===== src/hdl/rmq_pkg.sv =====
// ----------------------------------------------------------------------------
// rmq_pkg
// types and constants shared by the matrix to quaternion blocks
// ----------------------------------------------------------------------------
`default_nettype none

package rmq_pkg;

  localparam int QueueDepth = 4;
  localparam int RootBits   = 16;
  localparam int QuoBits    = 16;
  localparam int QOne       = 16384;

  typedef enum logic [1:0] {
    DOM_W = 2'd0,
    DOM_X = 2'd1,
    DOM_Y = 2'd2,
    DOM_Z = 2'd3
  } rmq_dom_t;

  // classified item: root argument and the three numerators in field order
  typedef struct packed {
    rmq_dom_t          dom;
    logic [16:0]       arg;
    logic signed [16:0] n0;
    logic signed [16:0] n1;
    logic signed [16:0] n2;
  } rmq_item_t;

  typedef struct packed {
    logic [31:0] rem;
    logic [15:0] quo;
    logic [16:0] dv;
    logic        neg;
    logic        ovf;
    logic        zero;
  } rmq_lane_t;

endpackage

`default_nettype wire


===== src/hdl/rmq_if.sv =====
// ----------------------------------------------------------------------------
// rmq interfaces
// matrix and quaternion channels with valid/ready handshake
// ----------------------------------------------------------------------------
`default_nettype none

interface rmq_mat_if;
  logic               valid;
  logic               ready;
  logic signed [15:0] r0_c0;
  logic signed [15:0] r0_c1;
  logic signed [15:0] r0_c2;
  logic signed [15:0] r1_c0;
  logic signed [15:0] r1_c1;
  logic signed [15:0] r1_c2;
  logic signed [15:0] r2_c0;
  logic signed [15:0] r2_c1;
  logic signed [15:0] r2_c2;
  modport source (output valid, r0_c0, r0_c1, r0_c2, r1_c0, r1_c1, r1_c2,
                  r2_c0, r2_c1, r2_c2, input ready);
  modport sink (input valid, r0_c0, r0_c1, r0_c2, r1_c0, r1_c1, r1_c2,
                r2_c0, r2_c1, r2_c2, output ready);
endinterface


`default_nettype wire


===== src/hdl/rmq_front.sv =====
// ----------------------------------------------------------------------------
// rmq_front
// accepts a matrix, picks the dominant component, forms root argument
// and numerators, holds the result in one register
// ----------------------------------------------------------------------------
`default_nettype none

module rmq_front (
  input  wire logic          clk,
  input  wire logic          rst,
  rmq_mat_if.sink            mat,
  output rmq_pkg::rmq_item_t item,
  output logic               item_valid,
  input  wire logic          item_ready
);
  import rmq_pkg::*;

  logic signed [18:0] e00, e11, e22, t, arg_s;
  logic               ypick, zpick;
  logic signed [15:0] big;
  rmq_item_t          cls;
  rmq_item_t          fitem;
  logic               fv;

  always_comb begin
    e00   = 19'(mat.r0_c0);
    e11   = 19'(mat.r1_c1);
    e22   = 19'(mat.r2_c2);
    t     = e00 + e11 + e22;
    ypick = mat.r1_c1 > mat.r0_c0;
    big   = ypick ? mat.r1_c1 : mat.r0_c0;
    zpick = mat.r2_c2 > big;
    if (t > 19'sd0) begin
      cls.dom = DOM_W;
      arg_s   = t + 19'(QOne);
      cls.n0  = 17'(mat.r1_c2) - 17'(mat.r2_c1);
      cls.n1  = 17'(mat.r2_c0) - 17'(mat.r0_c2);
      cls.n2  = 17'(mat.r0_c1) - 17'(mat.r1_c0);
    end else if (zpick) begin
      cls.dom = DOM_Z;
      arg_s   = e22 - e00 - e11 + 19'(QOne);
      cls.n0  = 17'(mat.r0_c1) - 17'(mat.r1_c0);
      cls.n1  = 17'(mat.r2_c0) + 17'(mat.r0_c2);
      cls.n2  = 17'(mat.r2_c1) + 17'(mat.r1_c2);
    end else if (ypick) begin
      cls.dom = DOM_Y;
      arg_s   = e11 - e22 - e00 + 19'(QOne);
      cls.n0  = 17'(mat.r2_c0) - 17'(mat.r0_c2);
      cls.n1  = 17'(mat.r1_c0) + 17'(mat.r0_c1);
      cls.n2  = 17'(mat.r1_c2) + 17'(mat.r2_c1);
    end else begin
      cls.dom = DOM_X;
      arg_s   = e00 - e11 - e22 + 19'(QOne);
      cls.n0  = 17'(mat.r1_c2) - 17'(mat.r2_c1);
      cls.n1  = 17'(mat.r0_c1) + 17'(mat.r1_c0);
      cls.n2  = 17'(mat.r0_c2) + 17'(mat.r2_c0);
    end
    cls.arg = (arg_s > 19'sd0) ? arg_s[16:0] : 17'd0;
  end

  assign mat.ready  = !fv || item_ready;
  assign item       = fitem;
  assign item_valid = fv;

  always_ff @(posedge clk) begin
    if (rst) begin
      fv <= 1'b0;
    end else if (mat.valid && mat.ready) begin
      fv <= 1'b1;
    end else if (item_ready) begin
      fv <= 1'b0;
    end
  end

  always_ff @(posedge clk) begin
    if (mat.valid && mat.ready) begin
      fitem <= cls;
    end
  end

endmodule

`default_nettype wire


===== src/flat_wrapper.sv =====
// flat-port wrapper written by rule: the top's interface ports become plain ports
module rmq_front_flat import rmq_pkg::*;
  (clk, rst, item, item_valid, item_ready, mat_valid, mat_r0_c0, mat_r0_c1, mat_r0_c2, mat_r1_c0, mat_r1_c1, mat_r1_c2, mat_r2_c0, mat_r2_c1, mat_r2_c2, mat_ready);
  rmq_mat_if mat_i ();
  input  wire logic clk;
  input  wire logic rst;
  output rmq_pkg::rmq_item_t item;
  output logic item_valid;
  input  wire logic item_ready;
  input wire logic [$bits(mat_i.valid)-1:0] mat_valid;
  input wire logic [$bits(mat_i.r0_c0)-1:0] mat_r0_c0;
  input wire logic [$bits(mat_i.r0_c1)-1:0] mat_r0_c1;
  input wire logic [$bits(mat_i.r0_c2)-1:0] mat_r0_c2;
  input wire logic [$bits(mat_i.r1_c0)-1:0] mat_r1_c0;
  input wire logic [$bits(mat_i.r1_c1)-1:0] mat_r1_c1;
  input wire logic [$bits(mat_i.r1_c2)-1:0] mat_r1_c2;
  input wire logic [$bits(mat_i.r2_c0)-1:0] mat_r2_c0;
  input wire logic [$bits(mat_i.r2_c1)-1:0] mat_r2_c1;
  input wire logic [$bits(mat_i.r2_c2)-1:0] mat_r2_c2;
  output wire logic [$bits(mat_i.ready)-1:0] mat_ready;
  assign mat_i.valid = mat_valid;
  assign mat_i.r0_c0 = mat_r0_c0;
  assign mat_i.r0_c1 = mat_r0_c1;
  assign mat_i.r0_c2 = mat_r0_c2;
  assign mat_i.r1_c0 = mat_r1_c0;
  assign mat_i.r1_c1 = mat_r1_c1;
  assign mat_i.r1_c2 = mat_r1_c2;
  assign mat_i.r2_c0 = mat_r2_c0;
  assign mat_i.r2_c1 = mat_r2_c1;
  assign mat_i.r2_c2 = mat_r2_c2;
  assign mat_ready = mat_i.ready;
  rmq_front u_core (.clk(clk), .rst(rst), .mat(mat_i), .item(item), .item_valid(item_valid), .item_ready(item_ready));
endmodule

===== config.mk =====
export PLATFORM = sky130hd
export DESIGN_NAME = rmq_front_flat
export DESIGN_NICKNAME = d
export VERILOG_FILES = /design/src/hdl/rmq_pkg.sv /design/src/hdl/rmq_if.sv /design/src/hdl/rmq_front.sv /design/src/flat_wrapper.sv
export SDC_FILE = /design/constraint.sdc
export NUM_CORES = 1
export LEC_CHECK = 0
export BUFFER_PORTS_ARGS = -buffer_cell sky130_fd_sc_hd__buf_2
export CORE_UTILIZATION = 40
export CTS_CLUSTER_SIZE = 16
export DETAILED_ROUTE_END_ITERATION = 7
export GPL_ROUTABILITY_DRIVEN = 0
export GPL_TIMING_DRIVEN = 0
export HOLD_SLACK_MARGIN = 0.08
export PLACE_DENSITY = 0.69
export SYNTH_ARGS = -nofsm -noshare
export SYNTH_HDL_FRONTEND = slang
export SYNTH_SLANG_ARGS = --single-unit

===== constraint.sdc =====
create_clock -name clk -period 12 [get_ports clk]
set_clock_uncertainty 0.05 [all_clocks]
set_input_delay 1.2 -clock clk [delete_from_list [all_inputs] [get_ports clk]]
set_output_delay 1.2 -clock clk [all_outputs]
set_load 0.02 [all_outputs]

# Yosys cells after proc, flatten, opt, wreduce, memory -nomap -nowiden
# Index checks and enable logic that the tools add are counted.
# Widths: inputs -> output; s select.
[totals]
regBits = 71
latchBits = 0
ram_bits = 0
romBits = 0
inputBits = 148
out_inout_bits = 72
word_cells = 43
memories = 0
[classes]
addsub = 18
mul = 0
div_mod_pow = 0
magnitude_cmp = 4
eq_ne = 0
shift = 0
mux = 11
bitwise = 0
reduce_logical = 4
[op_table]
columns = ["op", "count"]
rows = [
  ["$mux 51", 3],
  ["$sub 16x16->17", 6],
  ["$add 19x16->19 const B", 4],
  ["$add 16x16->17", 4],
  ["$mux 19", 3],
  ["$sub 17x16->18", 3],
  ["$gt 19x1->1 const B", 2],
  ["$gt 16x16->1", 2],
  ["$add 17x16->18", 1],
  ["$mux 16", 1],
  ["$mux 2", 2],
  ["$mux 1", 2],
  ["$reduce_bool 2->1", 1],
  ["$logic_and 1x1->1", 1],
  ["$logic_not 1->1", 1],
  ["$logic_or 1x1->1", 1],
]

# Depth between registers and ports, before layout
[depth]
word_depth = 7
mapped_depth = 29

# Worst setup path after synthesis
# OpenSTA, ideal clock, no wires.
[synth_timing]
kind = "input-to-reg"
from = "input mat_r1_c1[15]"
to = "register u_core.fitem (netlist bit u_core.item[66]) (data pin)"
setup_time_ns = 0.265
arrival_ns = 6.258
required_time_ns = 11.685
setup_slack_ns = 5.427
path_stages = 29
path_buffers = 5
cell_sequence = "inv_1 > ha_1 > nor4_4 > nand2_1 > a311o_1 > nand3_1 > and2_1 > buf_6 > clkbuf_1 > buf_1 > nor2_1 > a21oi_1 > ha_1 > a211oi_1 > nor2_1 > o31a_1 > o311a_4 > nor2_2 > buf_6 > buf_2 > nor2_1 > a31oi_1 > nor2_1 > a21oi_1 > ha_1 > nand2_1 > nor4_1 > o211a_1 > o32ai_1"
[synth_via]
elab_chain_len = 7
word_cells_on_any_way = 19
classes_between = "add/sub: 11; order compare: 4; mux: 4"
[synth_rtl]
columns = ["element", "line", "rtl"]
rows = [
  ["start: declaration", "flat_wrapper.sv:15", "input wire logic [$bits(mat_i.r1_c1)-1:0] mat_r1_c1;"],
  ["$sub 16x16->17, on equally long branches", "rmq_front.sv:53, rmq_front.sv:47", ""],
  ["$sub 17x16->18, on equally long branches", "rmq_front.sv:53, rmq_front.sv:47", ""],
  ["$add 19x16->19, on equally long branches", "rmq_front.sv:53, rmq_front.sv:47", ""],
  ["$mux 19", "rmq_front.sv:45", "end else if (ypick) begin"],
  ["$mux 19", "rmq_front.sv:39", "end else if (zpick) begin"],
  ["$mux 19 *", "rmq_front.sv:33", "if (t > 19'sd0) begin"],
  ["$gt 19x1->1", "rmq_front.sv:58", "cls.arg = (arg_s > 19'sd0) ? arg_s[16:0] : 17'd0;"],
  ["end signal: assignment", "rmq_front.sv:77", "fitem <= cls;"],
  ["end: declaration", "rmq_front.sv:22", "rmq_item_t fitem;"],
]
# Mark *: on every way between the ends. The rest lies on a longest branch, timed or not.
# A chain may end at the register's enable or synchronous reset.

# Final worst setup path
[layout_timing]
from = "input mat_r1_c1[10]"
to = "register u_core.fitem (netlist bit u_core.item[66]) (data pin)"
# The elaborated chain is that of the path after synthesis.

==> metrics.md <==
| Metric | Value |
|---|---|
| Status | `complete, no violations` |
| Initial Utilization | `40.99%` |
| DRT iter0 DRCs | `1,088` |
| Share of the clock period used by the worst path after layout | `69.48%` |
| Most area-consuming cells after synthesis | `ha_1 19%, edfxtp_1 15%, fa_1 10%` |
| WHS | `485.6 ps` |
| Peak Freq | `119.9 MHz` |
| FF+latch count, synth | `71` |
| Die width | `190.8 µm` |
| Chip height | `190.8 µm` |
| Share of power burned in registers | `18.8%` |
| Met2 usage | `42.29%` |
| Endpoint class of the critical path | `flip-flop` |
| CTS max path bufs | `2` |
| Slowest cell on the critical path | `clkbuf_1` |
| Post-DP HPWL | `38,190 µm` |
| Busiest grt layer | `met2` |
| Worst Path Arrival | `8370 ps` |
| First drt pass iteration count | `6` |
| TNS Setup | `0 ps` |
| Leakage power | `0.007462 µW` |
| Std cell rows | `68` |
| WS Path Type | `in -> reg` |
| Avg Inst Size Synth | `8.336 µm²` |
| GRT met3 Usage | `2.098%` |
| DR vias/cell | `5.637` |
| Critical Path Fanout Max | `10` |
| Design area | `16,250 µm²` |
| Crit-path max cell delay | `620 ps` |
| Layout cells sized above 1 | `16.44%` |
| DR vias | `13,545` |
| Global route overflow | `0` |
| Core Area | `34,800 µm²` |
| Ports | `220` |
| Yosys cell types | `99` |
| Critical path buffers and inverters | `7` |
| Vias in the first global route | `13,061` |
| Critical path launch point type | `input port` |
| Main synth FF type | `edfxtp_1` |
| H-tree depth | `3` |
| CP required | `12,030 ps` |
| Worst Setup SP | `mat_r1_c1[10]` |
| Power Density | `131.7 nW/µm²` |
| TritonCTS clock tree | `yes` |
| Hold_buf cts | `0` |
| Worst Tran Pin Value | `975.6 ps` |
| Clk_lat worst skew | `340 ps` |
| Switching Fraction | `49.59%` |
| Leading cell type by number of instances after synthesis | `ha_1` |
| Post-synth EDFFs | `70` |
| CP dominant cell by count | `ha_1` |
| Hold Violations, Final | `0` |
| Synth area leader | `ha_1` |
| Register area share after synthesis | `14.88%` |
| PnR worst setup slack | `3662 ps` |
| Post-CTS sizing | `0` |
| Post-synth top cells | `218 x ha_1, 179 x inv_1, 144 x a21oi_1` |
| Initial antenna violation count | `1` |
| Beginning of the worst register-to-register path | `u_core.item_valid$_SDFFE_PP0P_` |
| Worst min path class | `reg -> reg` |
| WL per Instance | `18.92 µm` |
| Fin. max-slew vios | `0` |
| Syn_nets | `2,148` |
| Total Wirelength | `45,460 µm` |
| # nets final | `2,379` |
| Post-CTS setup buffers | `0` |
| Clock slew at reported path FFs | `60 ps` |
| Cts bufs inserted | `9` |
| CP top delay family | `simple AND/OR/NAND/NOR gates` |
| First-pass GRT wire length | `69,110 µm` |
| Syn. warnings | `0` |
| # port buffers | `219` |
| Hold Crit Start | `u_core.item_valid$_SDFFE_PP0P_` |
| Total track usage | `24.55%` |
| Logic pwr share | `68.0%` |
| Area growth syn-to-layout | `13.97%` |
| Cell Area, Placed | `15,950 µm²` |
| Clock power frac | `13.3%` |
| Clk root buf | `clkbuf_16` |
| Top cell type's share of synthesized area | `19.12%` |
| Fillcell total | `3,409` |
| Pint | `1079 µW` |
| Net switching power | `1061 µW` |
| Mapped cell area | `14,260 µm²` |
| Met1 Use GR | `31.75%` |
| Place WS | `3325 ps` |
| Max-capacitance violation count | `0` |
| RSZ-0062 raised after global routing | `no` |
| Final Critical Period | `8338 ps` |
| Max-slew headroom | `34.60%` |
| Cells after synthesis | `1,711` |
| Largest net degree at the start of global routing | `42` |
| Final setup fails | `0` |
| Fraction of registers with async set/reset | `0%` |
| Final antenna-violating net count | `0` |
| Worst VDD drop | `0.06449 mV` |
| CTS sink cnt | `71` |
| Die area | `36,420 µm²` |
| Detailed-route DRC error count | `0` |
worst paths after layout:
check	to	slack, ps	cells past startpoint
worst max-delay path	u_core.item[66]$_SDFFCE_PP0P_	3660	29
worst min-delay path	u_core.item_valid$_SDFFE_PP0P_	490	2
worst max register to register	u_core.item[46]$_DFFE_PP_	10450	3
worst min register to register	u_core.item_valid$_SDFFE_PP0P_	490	2
metal layers:
metal / routed length, µm / vias to the layer above / share of wire [%]
met5: 0 / - / 0
met4: 1604 / 0 / 3.5
met3: 3146 / 95 / 6.9
met2: 21520 / 607 / 47
met1: 19190 / 6327 / 42
li1: - / 6516 / -
power groups by stage:
stage / registers, µW / clock network (µW) / logic (µW)
floorplan: 473 / 0 / 927
global placement: 408 / 0 / 1400
detailed placement: 405 / 0 / 1420
CTS: 402 / 287 / 1430
global route: 405 / 296 / 1580
finish: 401 / 284 / 1450
cell type report:
cell class	count	area (µm²)	area share (%)
diodes	1	2.502	0.01540
plain buffers	63	314.1	1.932
clock buffers	11	242.7	1.493
clock inverters	5	58.81	0.3618
inverters	179	671.9	4.134
multi-input cells	1398	11160	68.64
flip-flops and latches	71	2122	13.06
well taps	455	569.3	3.502
repair buffers	220	1116	6.866
cells in the final DEF, fill, tap and decap left out, drive strengths merged, types with 9 or more instances in the layout:
master and n:
nor3 41, nor2b 23, buf 251, and3 13, fa 71, nand2 112, o21ai 103, a21o 34
o21bai 24, nor2 143, clkbuf 43, a211oi 22, o211ai 24, and2 9, o31ai 14, or2 9
xnor2 87, xor2 36, o22ai 15, or3 17, nand3 38, inv 179, a21oi 146, mux2i 15
o21a 14, a221oi 10, ha 218, edfxtp 70, a31oi 15, nand2b 16
metrics by stage:
step	util (%)	power [µW]	std cells
6_report	46.71	2140	2403
5_1_grt	46.71	2277	2403
4_1_cts	46.70	2122	2402
3_5_place_dp	45.84	1829	2386
3_3_place_gp	45.77	1804	2385
2_1_floorplan	-	1400	1711
cell families after synthesis:
group | Yosys count | synth area share, %
fa+ha+maj | 289 | 29.09
mux | 20 | 1.447
xor+xnor | 123 | 7.606
flops | 71 | 14.88
simple gates | 455 | 15.65
buf+inv | 242 | 6.913
compound gates | 511 | 24.41
worst reg2reg max path, stage by stage, from the launching register on:
cell and delay, ps:
dfxtp_1 310, nand2b_1 100, and2_4 430, buf_12 310
registers in the layout (all words and copies together), names as in the netlist:
| name | count |
|---|---|
| u_core.item | 70 |
| u_core.item_valid | 1 |
Power figures use the tool's default switching activity.
