$ cat src/hdl/rmq_pkg.sv
// ----------------------------------------------------------------------------
// rmq_pkg
// types and constants shared by the matrix to quaternion blocks
// ----------------------------------------------------------------------------
`default_nettype none

package rmq_pkg;

  localparam int QueueDepth = 4;
  localparam int RootBits   = 16;
  localparam int QuoBits    = 16;
  localparam int QOne       = 16384;

  typedef enum logic [1:0] {
    DOM_W = 2'd0,
    DOM_X = 2'd1,
    DOM_Y = 2'd2,
    DOM_Z = 2'd3
  } rmq_dom_t;

  // classified item: root argument and the three numerators in field order
  typedef struct packed {
    rmq_dom_t          dom;
    logic [16:0]       arg;
    logic signed [16:0] n0;
    logic signed [16:0] n1;
    logic signed [16:0] n2;
  } rmq_item_t;

  typedef struct packed {
    logic [31:0] rem;
    logic [15:0] quo;
    logic [16:0] dv;
    logic        neg;
    logic        ovf;
    logic        zero;
  } rmq_lane_t;

endpackage

`default_nettype wire

$ cat src/hdl/rmq_queue.sv
// ----------------------------------------------------------------------------
// rmq_queue
// short fifo of classified items between front and back
// ----------------------------------------------------------------------------
`default_nettype none

module rmq_queue #(
  parameter int DEPTH = rmq_pkg::QueueDepth
) (
  input  wire logic          clk,
  input  wire logic          rst,
  input  rmq_pkg::rmq_item_t wr_item,
  input  wire logic          wr_valid,
  output logic               wr_ready,
  output rmq_pkg::rmq_item_t rd_item,
  output logic               rd_valid,
  input  wire logic          rd_pop
);
  import rmq_pkg::*;

  localparam int AW = (DEPTH > 1) ? $clog2(DEPTH) : 1;
  localparam int CW = $clog2(DEPTH + 1);

  rmq_item_t     mem [DEPTH];
  logic [AW-1:0] wp, rp;
  logic [CW-1:0] count;
  logic          push, pop;

  assign wr_ready = count != CW'(DEPTH);
  assign rd_valid = count != '0;
  assign rd_item  = mem[rp];
  assign push     = wr_valid && wr_ready;
  assign pop      = rd_pop && rd_valid;

  always_ff @(posedge clk) begin
    if (rst) begin
      wp    <= '0;
      rp    <= '0;
      count <= '0;
    end else begin
      if (push) begin
        wp <= (wp == AW'(DEPTH - 1)) ? '0 : wp + AW'(1);
      end
      if (pop) begin
        rp <= (rp == AW'(DEPTH - 1)) ? '0 : rp + AW'(1);
      end
      if (push && !pop) begin
        count <= count + CW'(1);
      end else if (pop && !push) begin
        count <= count - CW'(1);
      end
    end
  end

  always_ff @(posedge clk) begin
    if (push) begin
      mem[wp] <= wr_item;
    end
  end

endmodule

`default_nettype wire

$ cat config.mk
export PLATFORM = sky130hd
export DESIGN_NAME = rmq_queue
export DESIGN_NICKNAME = d
export VERILOG_FILES = /design/src/hdl/rmq_pkg.sv /design/src/hdl/rmq_queue.sv
export SDC_FILE = /design/constraint.sdc
export NUM_CORES = 1
export LEC_CHECK = 0
export BUFFER_PORTS_ARGS = -buffer_cell sky130_fd_sc_hd__buf_2
export CORE_MARGIN = 3
export CORE_UTILIZATION = 51
export DETAILED_ROUTE_END_ITERATION = 10
export PLACE_DENSITY = 0.71
export SLEW_MARGIN = 20
export SYNTH_ARGS = -nofsm -noshare
export SYNTH_HDL_FRONTEND = slang
export SYNTH_SLANG_ARGS = --single-unit
$ cat constraint.sdc
create_clock -name clk -period 2 [get_ports clk]
set_input_delay 0.4 -clock clk [delete_from_list [all_inputs] [get_ports clk]]
set_output_delay 0.4 -clock clk [all_outputs]
set_load 0.05 [all_outputs]
======== After elaboration in Yosys (flattened, before gate mapping) ========
Memory sizes are Yosys's and may differ from the RTL's. A register that Yosys moved wholly into a read port is not among the register bits.
Cells that the tools add are included.
word-level totals
  register bits ........................... 7
  memory bits (writable) .................. 280
  input bits .............................. 74
  output and inout port bits .............. 72
  logic and storage cells ................. 27
  memories ................................ 1
operators by class
  add/sub/neg operators ................... 4
  eq/ne operators ......................... 3
  multiplexer cells ....................... 8
  reductions and logical operators ........ 8
memories
  memory  words  width  rd ports  clocked after memory_dff  wr ports  RTL line         text
  mem     4      70     1         1                         1         rmq_queue.sv:24  rmq_item_t mem [DEPTH];
operator list
  cell                                                                number
  2-bit two-way mux                                                   4
  3-bit two-way mux                                                   2
  2-bit by 1-bit adder with 2-bit output, second input constant       2
  2-bit equality test, second input constant                          2
  1-bit logical AND                                                   4
  3-bit by 1-bit adder with 3-bit output, second input constant       1
  3-bit != test, second input constant                                1
  3-bit nonzero test                                                  1
  3-bit by 1-bit subtractor with 3-bit output, second input constant  1
  1-bit zero test                                                     2
  1-bit two-way mux                                                   2
  2-bit nonzero test                                                  1

======== Logic depth before layout (Yosys ltp) ========
Gate-level depths: netlist of run 1.
  word-level depth ........................ 6
  depth in mapped cells ................... 9
  gate-level depth less buffers ........... 8

======== Worst setup path after synthesis of run 1 ========
OpenSTA, ideal clock, no wires.
  path kind ............................... reg-to-reg
  start point ............................. register count[0]
  end point ............................... register count[2]
  library setup time ...................... 70 ps
  arrival ................................. 2314 ps
  data required time ...................... 1930 ps
  path slack .............................. -384 ps
  cell stages (with the launch flop) ...... 10
  path buffers ............................ 1
  period minus slack after synthesis ...... 2384 ps
  path through ............................ dfxtp_1 -> or3b_1 -> clkbuf_2 -> and2_4 -> ha_1 -> inv_1 -> fa_1 -> xor2_1 -> or3_2 -> a21oi_1
on the way
  cells in the longest elaborated chain, start to end .. 5
  elaborated cells on any way between the ends .. 13
  classes of those cells .................. add/sub: 2; eq/ne: 1; mux: 2; reduce/logical: 8
ends and longest elaborated chain
  what                          RTL line         text
  from (decl)                   rmq_queue.sv:26  logic [CW-1:0] count;
  from (signal assigned)        rmq_queue.sv:48  count <= count + CW'(1);
  from (signal assigned)        rmq_queue.sv:50  count <= count - CW'(1);
  3-bit != test *               rmq_queue.sv:29  assign wr_ready = count != CW'(DEPTH);
  net wr_ready                  rmq_queue.sv:14  output logic wr_ready,
  1-bit logical AND *           rmq_queue.sv:32  assign push = wr_valid && wr_ready;
  net push                      rmq_queue.sv:27  logic push, pop;
  1-bit zero test               rmq_queue.sv:49  end else if (pop && !push) begin
  1-bit logical AND             rmq_queue.sv:49
  2-bit nonzero test (no line)  -
The timed path passes the listed nets; every way through them passes the cells marked *. The select of a mux whose other input is x is not followed.
A chain may end at the register's enable or synchronous reset.

==> results of run 1 <==
## synthesized netlist by cell type, drive strengths merged, types with 2 or more instances
| library cell | number | area share [%] |
|---|---|---|
| o31ai | 2 | 0.19 |
| nor2 | 3 | 0.11 |
| mux4 | 70 | 15 |
| inv | 3 | 0.11 |
| or3 | 3 | 0.20 |
| dfxtp | 9 | 1.7 |
| and3 | 4 | 0.28 |
| a21oi | 2 | 0.095 |
| xor2 | 2 | 0.17 |
| clkbuf | 8 | 0.30 |
| mux2i | 3 | 0.28 |
| buf | 10 | 0.52 |
| nand2b | 2 | 0.12 |
| ha | 6 | 0.71 |
| edfxtp | 280 | 80 |
## layout make-up
cell class | instances | area [sq um] | share of cell area, %
repair buffers | 178 | 1715 | 12.76
clock buffers | 37 | 755.7 | 5.622
well taps | 265 | 331.6 | 2.467
flip-flops and latches | 289 | 8605 | 64.01
inverters | 3 | 11.26 | 0.08378
clock inverters | 15 | 98.84 | 0.7354
diodes | 1 | 2.502 | 0.01862
multi-input cells | 104 | 1922 | 14.30
## stage by stage
step | cells | hold WS [ps] | utilization (%)
final | 892 | 79.02 | 67.52
after global routing | 891 | 61.18 | 67.50
after CTS | 877 | 47.66 | 66.26
after detailed placement | 822 | 495.2 | 59.47
after global placement | 822 | 484.7 | 59.47
after floorplan | 414 | 463.4 | -
## what timing repair did
action	in CTS	in global routing
buffers inserted	3	6
endpoints found under the hold margin	0	0
cloned	0	8
endpoints found under the setup margin	73	72
pin swaps	0	2
resized for setup	149	6
## per-layer routing
metal | GRT usage [%] | routed length (um) | vias up
li1 | - | - | 2161
met1 | 24.91 | 8243 | 2559
met2 | 29.42 | 10520 | 147
met3 | 4.300 | 1283 | 33
met4 | 3.614 | 399 | 4
met5 | 0 | 30 | -
## logic make-up after synthesis
kind of cell / Yosys count / synth area share, %
fa+ha+maj: 7 / 0.9016
flops: 289 / 81.43
simple gates: 17 / 1.008
compound gates: 5 / 0.3322
buf+inv: 21 / 0.9253
xor+xnor: 2 / 0.1661
mux: 73 / 15.23
## report_power, final
| part | internal [mW] | switching (mW) |
|---|---|---|
| clock network | 2.79 | 2.07 |
| logic | 2.65 | 3.73 |
| registers | 7.35 | 0.199 |
| total | 12.8 | 6.00 |
## worst max-delay path, stage by stage, from the launching register on
cell	delay, ps
sky130_fd_sc_hd__dfxtp_4	390
sky130_fd_sc_hd__buf_12	150
sky130_fd_sc_hd__clkbuf_16	170
sky130_fd_sc_hd__mux4_2	540
sky130_fd_sc_hd__buf_6	180
## final timing paths
kind	start	end	slack, ps	depth (start not counted)
setup / recovery	flip-flop	rd_item[45]	-350	4
hold / removal	wr_item[40]	mem[0][40]$_DFFE_PP_	80	1
setup reg to reg	count[2]$_SDFFE_PP0P_	count[2]$_SDFFE_PP0P_	10	8
hold reg to reg	wp[1]$_SDFFE_PP0P_	wp[1]$_SDFFE_PP0P_	520	2
## state kept, by name, summed over array words and instances (netlist names), named ones only
register	flops
count	3
mem	280
wp	2
rp	2
==> implementation parameters, run 1 <==
Parameter                              Value

Finish
  Leading cell types in the layout, fill and taps excluded    sky130_fd_sc_hd__edfxtp_1, sky130_fd_sc_hd__buf_6, sky130_fd_sc_hd__buf_2
  Layout overhead on the synthesized area    27.45%
  Count of fill cells added during filler insertion    ~1,300
  Most common library cell in the layout ignoring fill and taps    sky130_fd_sc_hd__edfxtp_1
  Fraction of layout instances using a drive strength above 1    between 40% and 50%
  Final non-filler cell area    13,440 sq um
  Count of nets after finishing    686

Clock network
  CTS Hold Buffers Added    0
  CTS tree    built
  Cts bufs inserted    29
  TritonCTS sink count    289
  Root buffer cell    sky130_fd_sc_hd__clkbuf_16
  Clk Latency, worst-skew pair    530 ps
  Register clock-pin slew on the reported worst setup and hold paths    60 ps
  H-tree levels    1
  Clock buffer depth    3

Routing
  Count of antenna-violating nets left after detailed routing    0
  Per-cell via count in the routed design    5.498
  Iteration-0 DRC Markers    335
  Post-route DRC violation count    0
  Final Routed Wirelength    approximately 20,000 um
  WL per Instance    approximately 23 um
  Via count    4,904
  Number of optimization iterations in the first detailed-route pass    6

Global routing
  Via count of the first global-routing pass    5,281
  Largest net degree at the start of global routing    between 40 and 50
  Antenna violations before repair    2
  GR Overflow Total    0
  Global-route wire length before repair    30,470 um
  GR Util All Layers    approximately 18%

Worst setup path
  WS Path Type    flip-flop to primary output
  Required time of the critical path    1600 ps
  CP Max Fanout    6
  Arrival time at the worst endpoint    between 1500 and 2000 ps
  Type of origin of the critical path    flip-flop
  Kind of capture point of the worst setup path    primary output

Place
  Port Buf Inserts    145
  DP Area    between 10,000 and 15,000 sq um
  GP Congestion    0.7141
  Worst slack at placement    around 21 ps
  Post-detailed-placement half-perimeter wirelength    around 12,000 um

Timing
  Clock tree skew after final layout    16.23 ps
  PnR worst setup slack    -350.0 ps
  Setup repair after global routing missed its margin    yes
  Hold Fails Final Rpt    0
  Slew Viols, Final    0
  Total negative slack    -19,930 ps
  Final critical-path required period    2350 ps
  Top achievable clock speed    roughly 430 MHz
  Worst slew margin    73.03%
  Slew at the pin with the worst max-slew slack    ~400 ps
  Share of the cycle needed by the critical path after routing    117.5%
  Total setup violations reported at the end of the flow    70

Die
  Die Outline Area    between 20,000 and 25,000 sq um
  Chip height    approximately 150 um
  Overall die width    about 150 um
  Row count    between 50 and 60
  Area inside the core boundary    19,910 sq um
  Starting Density    52.97%
  Count of boundary I/O pins    146

Status
  Result of the run    finished with violations
  Failing checks    negative setup slack

Logic synthesis
  Syn Std Cell Area    10,550 sq um
  Synthesized net count    slightly below 500
  Number of instances in the synthesized netlist    slightly above 400
  Average cell area after synthesis    ~25 sq um
  Fraction of the yosys area taken by sequential cells    81.43%
  Share of synthesized registers carrying an async set or reset    0%
  EDFF count, synth    280
  Top FF cell, synth    sky130_fd_sc_hd__edfxtp_1
  Yosys cell types    26
  Yosys warning total    0
  Number of flip-flops and latches in the synthesized netlist    289

Pwr
  Ratio of total power to cell area    1398 nW/um^2
  Largest vdd supply drop    1023 uV
  Leakage dissipation    4.558 nW
  Power Total    18.79 mW

Hold path
  Path type of the worst min-delay path    input pin to flip-flop

Flow run
  Max-cap viol count    0
No activity file was read; power rests on OpenSTA's default activity.
==> inputs of run 2 (changes only) <==
SKIP_CTS_REPAIR_TIMING = 1   (was default)
==> run 2 against run 1 <==
Net effect:
- the flow still finishes with violations (negative setup slack)
- worst hold slack got worse by 1.9 ps
- worst setup slack better by 17 ps
- non-clock buffer count did not move
- clock skew barely moved
- sequential power hardly changed
- highest routed layer unchanged
==> implementation parameters, run 2 (synthesis results as in run 1) <==
Parameter                              Value

Status
  Result of the run    finished with violations
  Failing checks    negative setup slack

Finish
  Final cell count without fillers    892
  Layout overhead on the synthesized area    27.62%
  Largest registers    mem: 280 flops, count: 3 flops
  Number of flip-flops in the largest register    280
  Area of the multi-input gates    1922 sq um
  Register bank with the most flops    mem
  Post-layout util    67.60%
  Leading cell types in the layout, fill and taps excluded    sky130_fd_sc_hd__edfxtp_1, sky130_fd_sc_hd__buf_6, sky130_fd_sc_hd__buf_2
  Count of fill cells added during filler insertion    about 1,300
  Count of nets after finishing    686
  Final non-filler cell area    approximately 13,000 sq um
  Sequential cell area in the final layout    approximately 8600 sq um
  Most common library cell in the layout ignoring fill and taps    sky130_fd_sc_hd__edfxtp_1
  Fraction of layout instances using a drive strength above 1    48.72%

Global routing
  GR Overflow Total    0
  Antenna violations before repair    2
  Largest net degree at the start of global routing    between 40 and 50
  GR Util All Layers    17.53%
  Via count of the first global-routing pass    5,184
  Global-route wire length before repair    30,000 um

Place
  Worst slack at placement    ~21 ps
  Number of placed instances with taps included    822
  Post-detailed-placement half-perimeter wirelength    11,910 um
  DP Area    11,840 sq um
  GP Congestion    0.7141
  Port Buf Inserts    ~150

Timing
  PnR worst setup slack    -333.1 ps
  Setup repair after global routing missed its margin    yes
  Final critical-path required period    between 2000 and 2500 ps
  Slew at the pin with the worst max-slew slack    just over 400 ps
  Share of the cycle needed by the critical path after routing    116.7%
  Worst slew margin    between 70 and 80%
  Clock tree skew after final layout    16.57 ps
  Top achievable clock speed    around 430 MHz
  Hold Fails Final Rpt    0
  Total setup violations reported at the end of the flow    70
  Slew Viols, Final    0

Worst setup path
  Most frequent cell on the critical path    sky130_fd_sc_hd__buf_6
  Required time of the critical path    1600 ps
  WS Path Type    flip-flop to primary output
  Worst reg2reg path depth    8
  Critical R2R Capture    count[2]$_SDFFE_PP0P_
  Sequence of cells on the critical path    buf_6 > clkbuf_16 > mux4_2 > buf_6
  Critical register-to-register path startpoint    count[2]$_SDFFE_PP0P_
  Delay of the slowest critical-path stage    530 ps
  CP Max Fanout    6
  Slowest stage cell on the critical path    sky130_fd_sc_hd__mux4_2
  Kind of capture point of the worst setup path    primary output
  Type of origin of the critical path    flip-flop
  Arrival time at the worst endpoint    1930 ps
  Flop-to-flop setup slack    roughly 40 ps

Clock network
  CTS tree    built
  Register clock-pin slew on the reported worst setup and hold paths    about 60 ps
  Clock buffer depth    3
  TritonCTS sink count    about 290
  Root buffer cell    sky130_fd_sc_hd__clkbuf_16
  Cts bufs inserted    29
  Clk Latency, worst-skew pair    530 ps
  H-tree levels    1

Hold path
  Hold Path End    mem[0][40]$_DFFE_PP_
  Worst Hold Depth    1
  Start point of the worst hold path    wr_item[40]
  Path type of the worst min-delay path    input pin to flip-flop

Routing
  Per-cell via count in the routed design    5.522
  Final Routed Wirelength    roughly 20,000 um
  Number of optimization iterations in the first detailed-route pass    5
  Iteration-0 DRC Markers    352
  Post-route DRC violation count    0
  Via count    between 4,000 and 5,000
  Count of antenna-violating nets left after detailed routing    0
  WL per Instance    22.90 um

Die
  Count of boundary I/O pins    146
  Starting Density    52.97%
  Overall die width    149.8 um
  Area inside the core boundary    19,910 sq um
  Chip height    about 150 um
  Row count    51
  Die Outline Area    22,440 sq um

Pwr
  Leakage dissipation    approximately 4.6 nW
  Largest vdd supply drop    1029 uV
  Ratio of total power to cell area    1398 nW/um^2

Flow run
  Max-cap viol count    0
-- run 2: cell count changes in the layout (fill, tap and decap cells not counted) --
cell                     delta
sky130_fd_sc_hd__buf_4      -1
sky130_fd_sc_hd__buf_12     +2
sky130_fd_sc_hd__buf_8      -1
-- run 2: cell type report --
type / count / share of cell area [%]
well taps: 265 / 2.464
multi-input cells: 104 / 14.28
clock inverters: 15 / 0.7344
repair buffers: 178 / 12.88
flip-flops and latches: 289 / 63.93
clock buffers: 37 / 5.615
diodes: 1 / 0.01859
inverters: 3 / 0.08367
-- run 2: metal layers --
layer,GRT usage (%),part of all wire [%],wire (um),vias to the layer above
met3,4.270,6.2,1261,27
li1,-,-,-,2163
met2,28.79,51,10500,148
met5,0,0.13,27,-
met4,3.614,1.6,336,4
met1,24.52,41,8297,2584
-- run 2: how the worst max path moves through the flow --
stage                                     start                    end  slack (ps)  cells past startpoint
after floorplan           count[2]$_SDFFE_PP0P_    mem[0][0]$_DFFE_PP_         -40                      3
after global placement                 wr_valid  count[2]$_SDFFE_PP0P_          90                      8
after detailed placement  count[1]$_SDFFE_PP0P_  count[2]$_SDFFE_PP0P_          20                      7
after CTS                             flip-flop            rd_item[69]        -400                      3
after global routing                  flip-flop            rd_item[14]        -400                      4
final                                 flip-flop            rd_item[27]        -330                      4
-- run 2: through the flow --
step	setup TNS [ps]	power (mW)	hold slack, ps
floorplan	-11120	11.46	463.4
global placement	0	12.69	484.7
detailed placement	0	12.81	495.2
CTS	-24960	17.68	47.66
global route	-24670	19.49	58.39
finish	-20090	18.81	77.16
-- run 2: power by group --
part | switching [mW] | leakage (nW) | internal, mW | total [mW]
clock | 2.07 | 0.421 | 2.78 | 4.85
combinational | 3.73 | 1.50 | 2.67 | 6.41
sequential | 0.201 | 2.64 | 7.35 | 7.55
total | 6.00 | 4.56 | 12.8 | 18.8
-- run 2: worst max-delay path: cells and delay by family (launching register included) --
kind     cells  cell delay (ps)
mux          1              530
buf+inv      3              480
flops        1              400
